[config.mk]
export PLATFORM = sky130hd
export DESIGN_NAME = request_queue_with_cancel_throttle
export DESIGN_NICKNAME = d
export VERILOG_FILES = /design/src/sv/rqct_pkg.sv /design/src/sv/rqct_cell.sv /design/src/sv/request_queue_with_cancel_throttle.sv
export VERILOG_INCLUDE_DIRS = /design/src /design/src/sv
export SDC_FILE = /design/constraint.sdc
export NUM_CORES = 1
export LEC_CHECK = 0
export ABC_AREA = 1
export BUFFER_PORTS_ARGS = -buffer_cell sky130_fd_sc_hd__buf_2
export CORE_UTILIZATION = 45
export CTS_CLUSTER_SIZE = 16
export DETAILED_ROUTE_END_ITERATION = 16
export GPL_TIMING_DRIVEN = 0
export PLACE_DENSITY = 0.61
export SLEW_MARGIN = 40
export SYNTH_ARGS = -nofsm -noshare
export SYNTH_HDL_FRONTEND = slang
export SYNTH_HIERARCHICAL = 1
export SYNTH_SLANG_ARGS = --single-unit
export TNS_END_PERCENT = 1
[constraint.sdc]
create_clock -name clk -period 15.9 [get_ports clk]
set_input_delay 1.59 -clock clk [delete_from_list [all_inputs] [get_ports clk]]
set_output_delay 1.59 -clock clk [all_outputs]
set_load 0.01 [all_outputs]
[src/sv/assert_macros.svh]
// Assertion macros shared by the request queue RTL.
`ifndef ASSERT_MACROS_SVH
`define ASSERT_MACROS_SVH

// Expression must hold on every clock edge outside reset.
`define RQCT_ASSERT_ALWAYS(lbl, expr) \
  lbl: assert property (@(posedge clk) disable iff (!rst_n) (expr)) \
    else $error("assertion failed");

// Consequent must hold in the cycle after the antecedent.
`define RQCT_ASSERT_NEXT(lbl, ante, cons) \
  lbl: assert property (@(posedge clk) disable iff (!rst_n) (ante) |=> (cons)) \
    else $error("assertion failed");

`endif

[src/sv/rqct_pkg.sv]
// Package: widths, codes and cell control type of the request queue.
package rqct_pkg;

  localparam int DEF_QUEUE_DEPTH = 16;
  localparam int DEF_ID_WIDTH    = 16;

  localparam int ACTION_W   = 3;
  localparam int REQ_ID_W   = 16;
  localparam int STATUS_W   = 2;
  localparam int QLEN_W     = 5;
  localparam int ACTIVE_W   = 8;
  localparam logic [ACTIVE_W-1:0] MAX_ACTIVE_RST = 8'd8;

  typedef enum logic [ACTION_W-1:0] {
    ACT_ENQUEUE  = 3'd0,
    ACT_CANCEL   = 3'd1,
    ACT_DISPATCH = 3'd2,
    ACT_CONN_ADD = 3'd3,
    ACT_CONN_REM = 3'd4
  } action_t;

  typedef enum logic [STATUS_W-1:0] {
    ST_OK        = 2'd0,
    ST_FULL      = 2'd1,
    ST_NOT_FOUND = 2'd2,
    ST_LIMIT     = 2'd3
  } status_t;

  // Broadcast to every cell of the chain.
  typedef struct packed {
    logic enqueue;   // write key into the cell at the tail
    logic cancel;    // compare key, close up behind the first hit
    logic dispatch;  // whole chain shifts one place to the front
  } cell_ctl_t;

endpackage

[src/sv/rqct_cell.sv]
// One queue slot: holds an id, compares it, and shifts from its rear neighbour.
module rqct_cell import rqct_pkg::*; #(
  parameter int ID_WIDTH = DEF_ID_WIDTH,
  parameter int CNT_W    = 5,
  parameter int INDEX    = 0
) (
  input  logic                clk,
  input  cell_ctl_t           ctl,
  input  logic [ID_WIDTH-1:0] key,
  input  logic [CNT_W-1:0]    count,
  input  logic [ID_WIDTH-1:0] next_id,
  input  logic                found_in,
  output logic [ID_WIDTH-1:0] id_out,
  output logic                found_out
);

  logic [ID_WIDTH-1:0] id_r;
  logic [ID_WIDTH-1:0] id_nxt;
  logic                occupied;
  logic                hit;
  logic                shift;
  logic                load;

  assign occupied  = count > CNT_W'(INDEX);
  assign hit       = ctl.cancel && occupied && (id_r == key);
  assign found_out = found_in | hit;
  assign shift     = ctl.dispatch | (ctl.cancel & found_out);
  assign load      = ctl.enqueue & (count == CNT_W'(INDEX));

  always_comb begin
    id_nxt = id_r;
    if (load) begin
      id_nxt = key;
    end else if (shift) begin
      id_nxt = next_id;
    end
  end

  always_ff @(posedge clk) begin
    id_r <= id_nxt;
  end

  assign id_out = id_r;

endmodule

[src/sv/request_queue_with_cancel_throttle.sv]
// Top level: pending-request queue with cancel and active-connection limit.
//
//  channel | ports                                  | handshake
//  --------+----------------------------------------+---------------------
//  in      | in_action, in_request_id               | in_valid / in_stall
//  out     | out_id, out_dispatched, out_status,    | out_valid / out_stall
//          | out_throttled, out_queue_length, flags |
//  cfg     | cfg_wr_data (max_active)               | cfg_wr_en, no wait
//
// One request per cycle unless stalled: every action finishes in the cycle it is accepted;
// cancel compare and close-up ripple through the cell chain in that cycle.
// The result sits in one output register; a new request is taken whenever
// that register is empty or being emptied, so in_stall = out_valid & out_stall.
// Synchronous active-low reset empties the queue, clears the active count and
// sticky flags and sets max_active to 8; slot contents are not reset.
`include "assert_macros.svh"

module request_queue_with_cancel_throttle import rqct_pkg::*; #(
  parameter int QUEUE_DEPTH = DEF_QUEUE_DEPTH,
  parameter int ID_WIDTH    = DEF_ID_WIDTH
) (
  input  logic                clk,
  input  logic                rst_n,
  // request channel
  input  logic                in_valid,
  output logic                in_stall,
  input  logic [ACTION_W-1:0] in_action,
  input  logic [REQ_ID_W-1:0] in_request_id,
  // result channel
  output logic                out_valid,
  input  logic                out_stall,
  output logic [REQ_ID_W-1:0] out_id,
  output logic                out_dispatched,
  output logic [STATUS_W-1:0] out_status,
  output logic                out_throttled,
  output logic [QLEN_W-1:0]   out_queue_length,
  output logic                out_drained_flag,
  output logic                out_more_waiting_flag,
  output logic                out_starvation_flag,
  // configuration
  input  logic                cfg_wr_en,
  input  logic [ACTIVE_W-1:0] cfg_wr_data
);

  localparam int CNT_W = $clog2(QUEUE_DEPTH + 1);

  // control state
  logic [CNT_W-1:0]    count_r, count_nxt;
  logic [ACTIVE_W-1:0] active_r, active_nxt;
  logic [2:0]          sticky_r, sticky_nxt;   // bit0 drained, bit1 more, bit2 starved
  logic [ACTIVE_W-1:0] max_active_r;
  logic                out_valid_r, out_valid_nxt;

  // result register (no reset needed)
  logic [REQ_ID_W-1:0] out_id_r, out_id_nxt;
  logic                out_disp_r, out_disp_nxt;
  status_t             out_status_r, out_status_nxt;
  logic                out_thr_r, out_thr_nxt;
  logic [QLEN_W-1:0]   out_qlen_r, out_qlen_nxt;

  logic                accept;
  action_t             act;
  logic                full;
  cell_ctl_t           ctl;
  logic [ID_WIDTH-1:0] key;
  logic [ID_WIDTH-1:0] ids   [QUEUE_DEPTH];
  logic                found [QUEUE_DEPTH+1];

  assign in_stall = out_valid_r & out_stall;
  assign accept   = in_valid & ~in_stall;
  assign act      = action_t'(in_action);
  assign full     = (count_r == CNT_W'(QUEUE_DEPTH));
  assign key      = ID_WIDTH'(in_request_id);

  // chain control, decoded from the request and the occupancy count
  assign ctl.enqueue  = accept && (act == ACT_ENQUEUE) && !full;
  assign ctl.cancel   = accept && (act == ACT_CANCEL);
  assign ctl.dispatch = accept && (act == ACT_DISPATCH) && (count_r != '0);

  // cell 0 is the front; each cell pulls from the one behind it
  assign found[0] = 1'b0;
  for (genvar i = 0; i < QUEUE_DEPTH; i++) begin : g_cell
    logic [ID_WIDTH-1:0] rear_id;
    if (i == QUEUE_DEPTH - 1) begin : g_last
      assign rear_id = '0;
    end else begin : g_mid
      assign rear_id = ids[i+1];
    end
    rqct_cell #(
      .ID_WIDTH (ID_WIDTH),
      .CNT_W    (CNT_W),
      .INDEX    (i)
    ) u_cell (
      .clk       (clk),
      .ctl       (ctl),
      .key       (key),
      .count     (count_r),
      .next_id   (rear_id),
      .found_in  (found[i]),
      .id_out    (ids[i]),
      .found_out (found[i+1])
    );
  end

  // action decode and result formation
  always_comb begin
    count_nxt      = count_r;
    active_nxt     = active_r;
    sticky_nxt     = sticky_r;
    out_id_nxt     = '0;
    out_disp_nxt   = 1'b0;
    out_status_nxt = ST_OK;
    unique case (act)
      ACT_ENQUEUE: begin
        if (full) begin
          out_status_nxt = ST_FULL;
        end else begin
          count_nxt = count_r + CNT_W'(1);
        end
      end
      ACT_CANCEL: begin
        if (found[QUEUE_DEPTH]) begin
          count_nxt = count_r - CNT_W'(1);
        end else begin
          out_status_nxt = ST_NOT_FOUND;
        end
      end
      ACT_DISPATCH: begin
        if (count_r == '0) begin
          sticky_nxt[2] = 1'b1;
        end else begin
          count_nxt    = count_r - CNT_W'(1);
          out_id_nxt   = REQ_ID_W'(ids[0]);
          out_disp_nxt = 1'b1;
          if (count_r == CNT_W'(1)) begin
            sticky_nxt[0] = 1'b1;
          end else begin
            sticky_nxt[1] = 1'b1;
          end
        end
      end
      ACT_CONN_ADD: begin
        if (active_r >= max_active_r) begin
          out_status_nxt = ST_LIMIT;
        end else begin
          active_nxt = active_r + 8'd1;
        end
      end
      ACT_CONN_REM: begin
        if (active_r == '0) begin
          out_status_nxt = ST_LIMIT;
        end else begin
          active_nxt = active_r - 8'd1;
        end
      end
      default: begin
        // unused codes: no change
      end
    endcase
    out_thr_nxt   = (active_nxt == max_active_r);
    out_qlen_nxt  = QLEN_W'(count_nxt);
    out_valid_nxt = accept | (out_valid_r & out_stall);
  end

  always_ff @(posedge clk) begin
    if (!rst_n) begin
      count_r      <= '0;
      active_r     <= '0;
      sticky_r     <= '0;
      max_active_r <= MAX_ACTIVE_RST;
      out_valid_r  <= 1'b0;
    end else begin
      out_valid_r <= out_valid_nxt;
      if (accept) begin
        count_r  <= count_nxt;
        active_r <= active_nxt;
        sticky_r <= sticky_nxt;
      end
      if (cfg_wr_en) begin
        max_active_r <= cfg_wr_data;
      end
    end
  end

  always_ff @(posedge clk) begin
    if (accept) begin
      out_id_r     <= out_id_nxt;
      out_disp_r   <= out_disp_nxt;
      out_status_r <= out_status_nxt;
      out_thr_r    <= out_thr_nxt;
      out_qlen_r   <= out_qlen_nxt;
    end
  end

  assign out_valid             = out_valid_r;
  assign out_id                = out_id_r;
  assign out_dispatched        = out_disp_r;
  assign out_status            = out_status_r;
  assign out_throttled         = out_thr_r;
  assign out_queue_length      = out_qlen_r;
  assign out_drained_flag      = sticky_r[0];
  assign out_more_waiting_flag = sticky_r[1];
  assign out_starvation_flag   = sticky_r[2];

  // occupancy never passes the depth
  `RQCT_ASSERT_ALWAYS(a_count_bound, count_r <= CNT_W'(QUEUE_DEPTH))
  // a dispatch from a non-empty queue removes exactly one entry
  `RQCT_ASSERT_NEXT(a_disp_pops, ctl.dispatch, count_r == $past(count_r) - CNT_W'(1))
  // refused connection leaves the active count alone
  `RQCT_ASSERT_NEXT(a_add_refused, accept && (act == ACT_CONN_ADD) && (active_r >= max_active_r), active_r == $past(active_r))
  // a popped id always comes with status ok
  `RQCT_ASSERT_ALWAYS(a_disp_ok, !(out_valid_r && out_disp_r) || (out_status_r == ST_OK))

endmodule

==> out/metrics.yaml <==
finalCriticalPeriod_ns: 6.75
clk_path_buf_depth: 3
finalSetupViolations: 0
crit_slowest_cell: "nand2_1"
slew_violations: 0
dpl_worst_slack_ns: 8.61
grt_pass1_wl_mm: 86.1
io_buffers: 60
cts_hold_repair.buffers: 0
endpoint_kind: "flip-flop"
p_leak_nw: 11.2
drive_above_1_share_pct: 12.3
area_growth_pct: 12.8
ir_drop_mv: 0.0851
yosysWarnings: 6
syn_area_mm2: 0.0199
multiInputGateArea_mm2: 0.00866
synth_ff_type: "edfxtp_1"
synth-edff-count: 281
place_hpwl_mm: 37.7
synth.distinct_cells: 55
netlist_instances: 2684
fin_skew_ns: 0.0195
slew-limit-headroom_pct: 41.8
grt_max_degree: 35
cts.clk_slew.worst_paths_ns: 0.06
drt-pass1-iter-count: 7
routed_via_density: 4.98
cts.repair.resized: 0
maxCapViolCount: 0
worst_slack_ns: 9.15
die_h_um: 212
syn_avg_cell_area_um2: 7.41
antenna_cells: 0
cts_made_buffers: 38
post-cts-setup-buffers: 0
cp.required_ns: 16.08
yosysTopAreaCellShare_pct: 42.4
routedWlPerCell_um: 16.0
period_share_pct: 42.4
synth-seq-area-share_pct: 44.9
cp_slowest_stage_delay_ns: 0.59
status: "finished, final reports clean"
vias: 17022
final_nets: 2852
rrSetupSlack_ns: 9.96
cp.arrival_ns: 6.93
cts_max_level: 2
criticalPathCategory: "input port to flip-flop"
worst_skew_pair.late_latency_ns: 0.56
utilization_pct: 51.7
worst_pin_slew_ns: 0.873
crit_fanout: 16
rows: 76
clockRootBuffer: "clkbuf_16"
clock-sinks: 306
yosys.area.top_type: "edfxtp_1"
gp_congestion: 0.888
pin_count: 62
core_region_area_mm2: 0.0434
hold_viol: 0
async_reset_ff_share_pct: 0
drt_iter0_markers: 1365
antenna_found_initial: 0
hold_path.class: "flip-flop to flip-flop"
die_area_mm2: 0.0450
grt_usage_pct: 24.6
cts_tree: "yes"
crit_path_start_kind: "input port"
p_per_area_mw_per_mm2: 91.4
fmax_mhz: 148
ys_top_cells_by_area: "edfxtp_1, nand2_1, inv_1"
seqCellArea_mm2: 0.00894
die_w_um: 212
wl_mm: 54.7
rsz0062_at_grt: "no"
drtAntennaViolNets: 0
fill_cells: 4317
cpMostUsedCell: "inv_1"
first_global_vias: 16012
tns_ns: 0
route.detailed.drc: 0
grt-ovfl-total: 0
ys_seq_elements: 306
start_util_pct: 45.9
==> critical path, delay by kind of cell <==
kind	cells	cell delay (ns)
and+or+nand+nor	25	3.30
buffers and inverters	22	1.99
==> final cells by class <==
cell class	count	share of cell area [%]
inverters	515	8.68
flip-flops and latches	306	39.9
clock buffers	50	4.77
repair buffers	67	2.11
plain buffers	53	1.92
well taps	585	3.26
clock inverters	18	0.770
multi-input cells	1826	38.6
==> sequential cells by signal (all words and copies together) (netlist names) <==
register	count
active_r	8
out_valid	1
out_status	2
out_id	16
max_active_r	8
count_r	5
out_throttled	1
sticky_r	3
out_dispatched	1
g_cell.u_cell/id_out	256
out_queue_length	5
==> cells in the mapped netlist, types with 2 or more instances <==
cell type	count
nand3_1	68
buf_4	2
xnor2_1	32
or2_2	3
inv_4	3
nor3_1	4
nand2_4	3
ha_1	13
mux2_4	28
nor2_4	4
nor2_2	12
nand2_1	983
nand3b_1	2
o21ai_0	113
buf_12	2
buf_2	12
nand3_2	5
nor3_2	4
nor3_4	3
a21oi_1	54
inv_1	480
nor2_1	269
o21ai_1	81
dfxtp_1	25
a21oi_2	3
inv_2	29
buf_6	22
clkbuf_1	13
a31oi_1	2
edfxtp_1	281
nand2_2	19
nand4_1	11
nand4_2	4
o21ai_2	47
xor2_1	21
mux2_2	8
==> per-layer routing <==
metal  vias to the layer above  global-route usage, %  share of wire, %  routed length (um)
met5                         -                      0                 0                   0
met4                         0                   7.76               2.6                1410
met3                        96                   4.14               6.6                3620
met2                       506                   38.4                44               24000
met1                      7855                   34.6                47               25700
li1                       8565                      -                 -                   -
==> stage by stage <==
stage	std cells	instance area [um2]	hold WS (ns)	power (W)
after floorplan	2700	20000	0.465	0.00110
after global placement	3345	21000	0.459	0.00118
after detailed placement	3351	21200	0.474	0.00119
after CTS	3419	22400	0.486	0.00206
after global routing	3420	22400	0.499	0.00213
final	3420	22400	0.477	0.00205
==> path summary, 6_finish.rpt <==
kind | end | startpoint | depth (start not counted)
worst max-delay path | g_cell[15].u_cell/id_out[12]$_DFFE_PP_ | out_stall | 47
worst min-delay path | sticky_r[0]$_SDFFE_PN0P_ | sticky_r[0]$_SDFFE_PN0P_ | 2
worst max register to register | g_cell[15].u_cell/id_out[12]$_DFFE_PP_ | out_valid$_SDFF_PN0_ | 46
worst min register to register | sticky_r[0]$_SDFFE_PN0P_ | sticky_r[0]$_SDFFE_PN0P_ | 2
==> logic make-up after synthesis <==
family / Yosys count / share of synthesized area [%]
muxes: 36 / 2.57
adders and majority gates: 13 / 0.818
DFF: 306 / 44.9
buffers and inverters: 568 / 12.0
and+or+nand+nor: 1400 / 28.5
xor gates and xnor gates: 53 / 2.33
other: 1 / 0.0189
AOI/OAI and AO/OA: 307 / 8.86
==> report_power, final <==
group	internal, W	total, W	switching [W]
logic	0.0000767	0.000240	0.000163
clock network	0.000523	0.000877	0.000353
registers	0.000906	0.000934	0.0000287
total	0.00151	0.00205	0.000545
==> placed cells by master, fill, tap and decap left out, types with 7 or more instances in the layout <==
| cell type | Yosys | routed |
|---|---|---|
| ha_1 | 13 | 13 |
| o21ai_1 | 81 | 81 |
| clkbuf_16 | 0 | 41 |
| clkbuf_1 | 13 | 21 |
| xnor2_1 | 32 | 32 |
| nand3_1 | 68 | 68 |
| conb_1 | 1 | 17 |
| mux2_2 | 8 | 8 |
| buf_6 | 22 | 22 |
| nand2_2 | 19 | 19 |
| mux2_4 | 28 | 28 |
| xor2_1 | 21 | 21 |
| nor2_1 | 269 | 265 |
| nor2_4 | 4 | 8 |
| nor2_2 | 12 | 12 |
| dfxtp_1 | 25 | 20 |
| o21ai_2 | 47 | 47 |
| a21oi_1 | 54 | 54 |
| edfxtp_1 | 281 | 281 |
| nand4_1 | 11 | 11 |
| nand2_1 | 983 | 983 |
| inv_2 | 29 | 29 |
| buf_4 | 2 | 9 |
| inv_1 | 480 | 480 |
| buf_2 | 12 | 65 |
| o21ai_0 | 113 | 113 |
| clkinv_1 | 1 | 7 |
No activity file was read; power rests on OpenSTA's default activity.
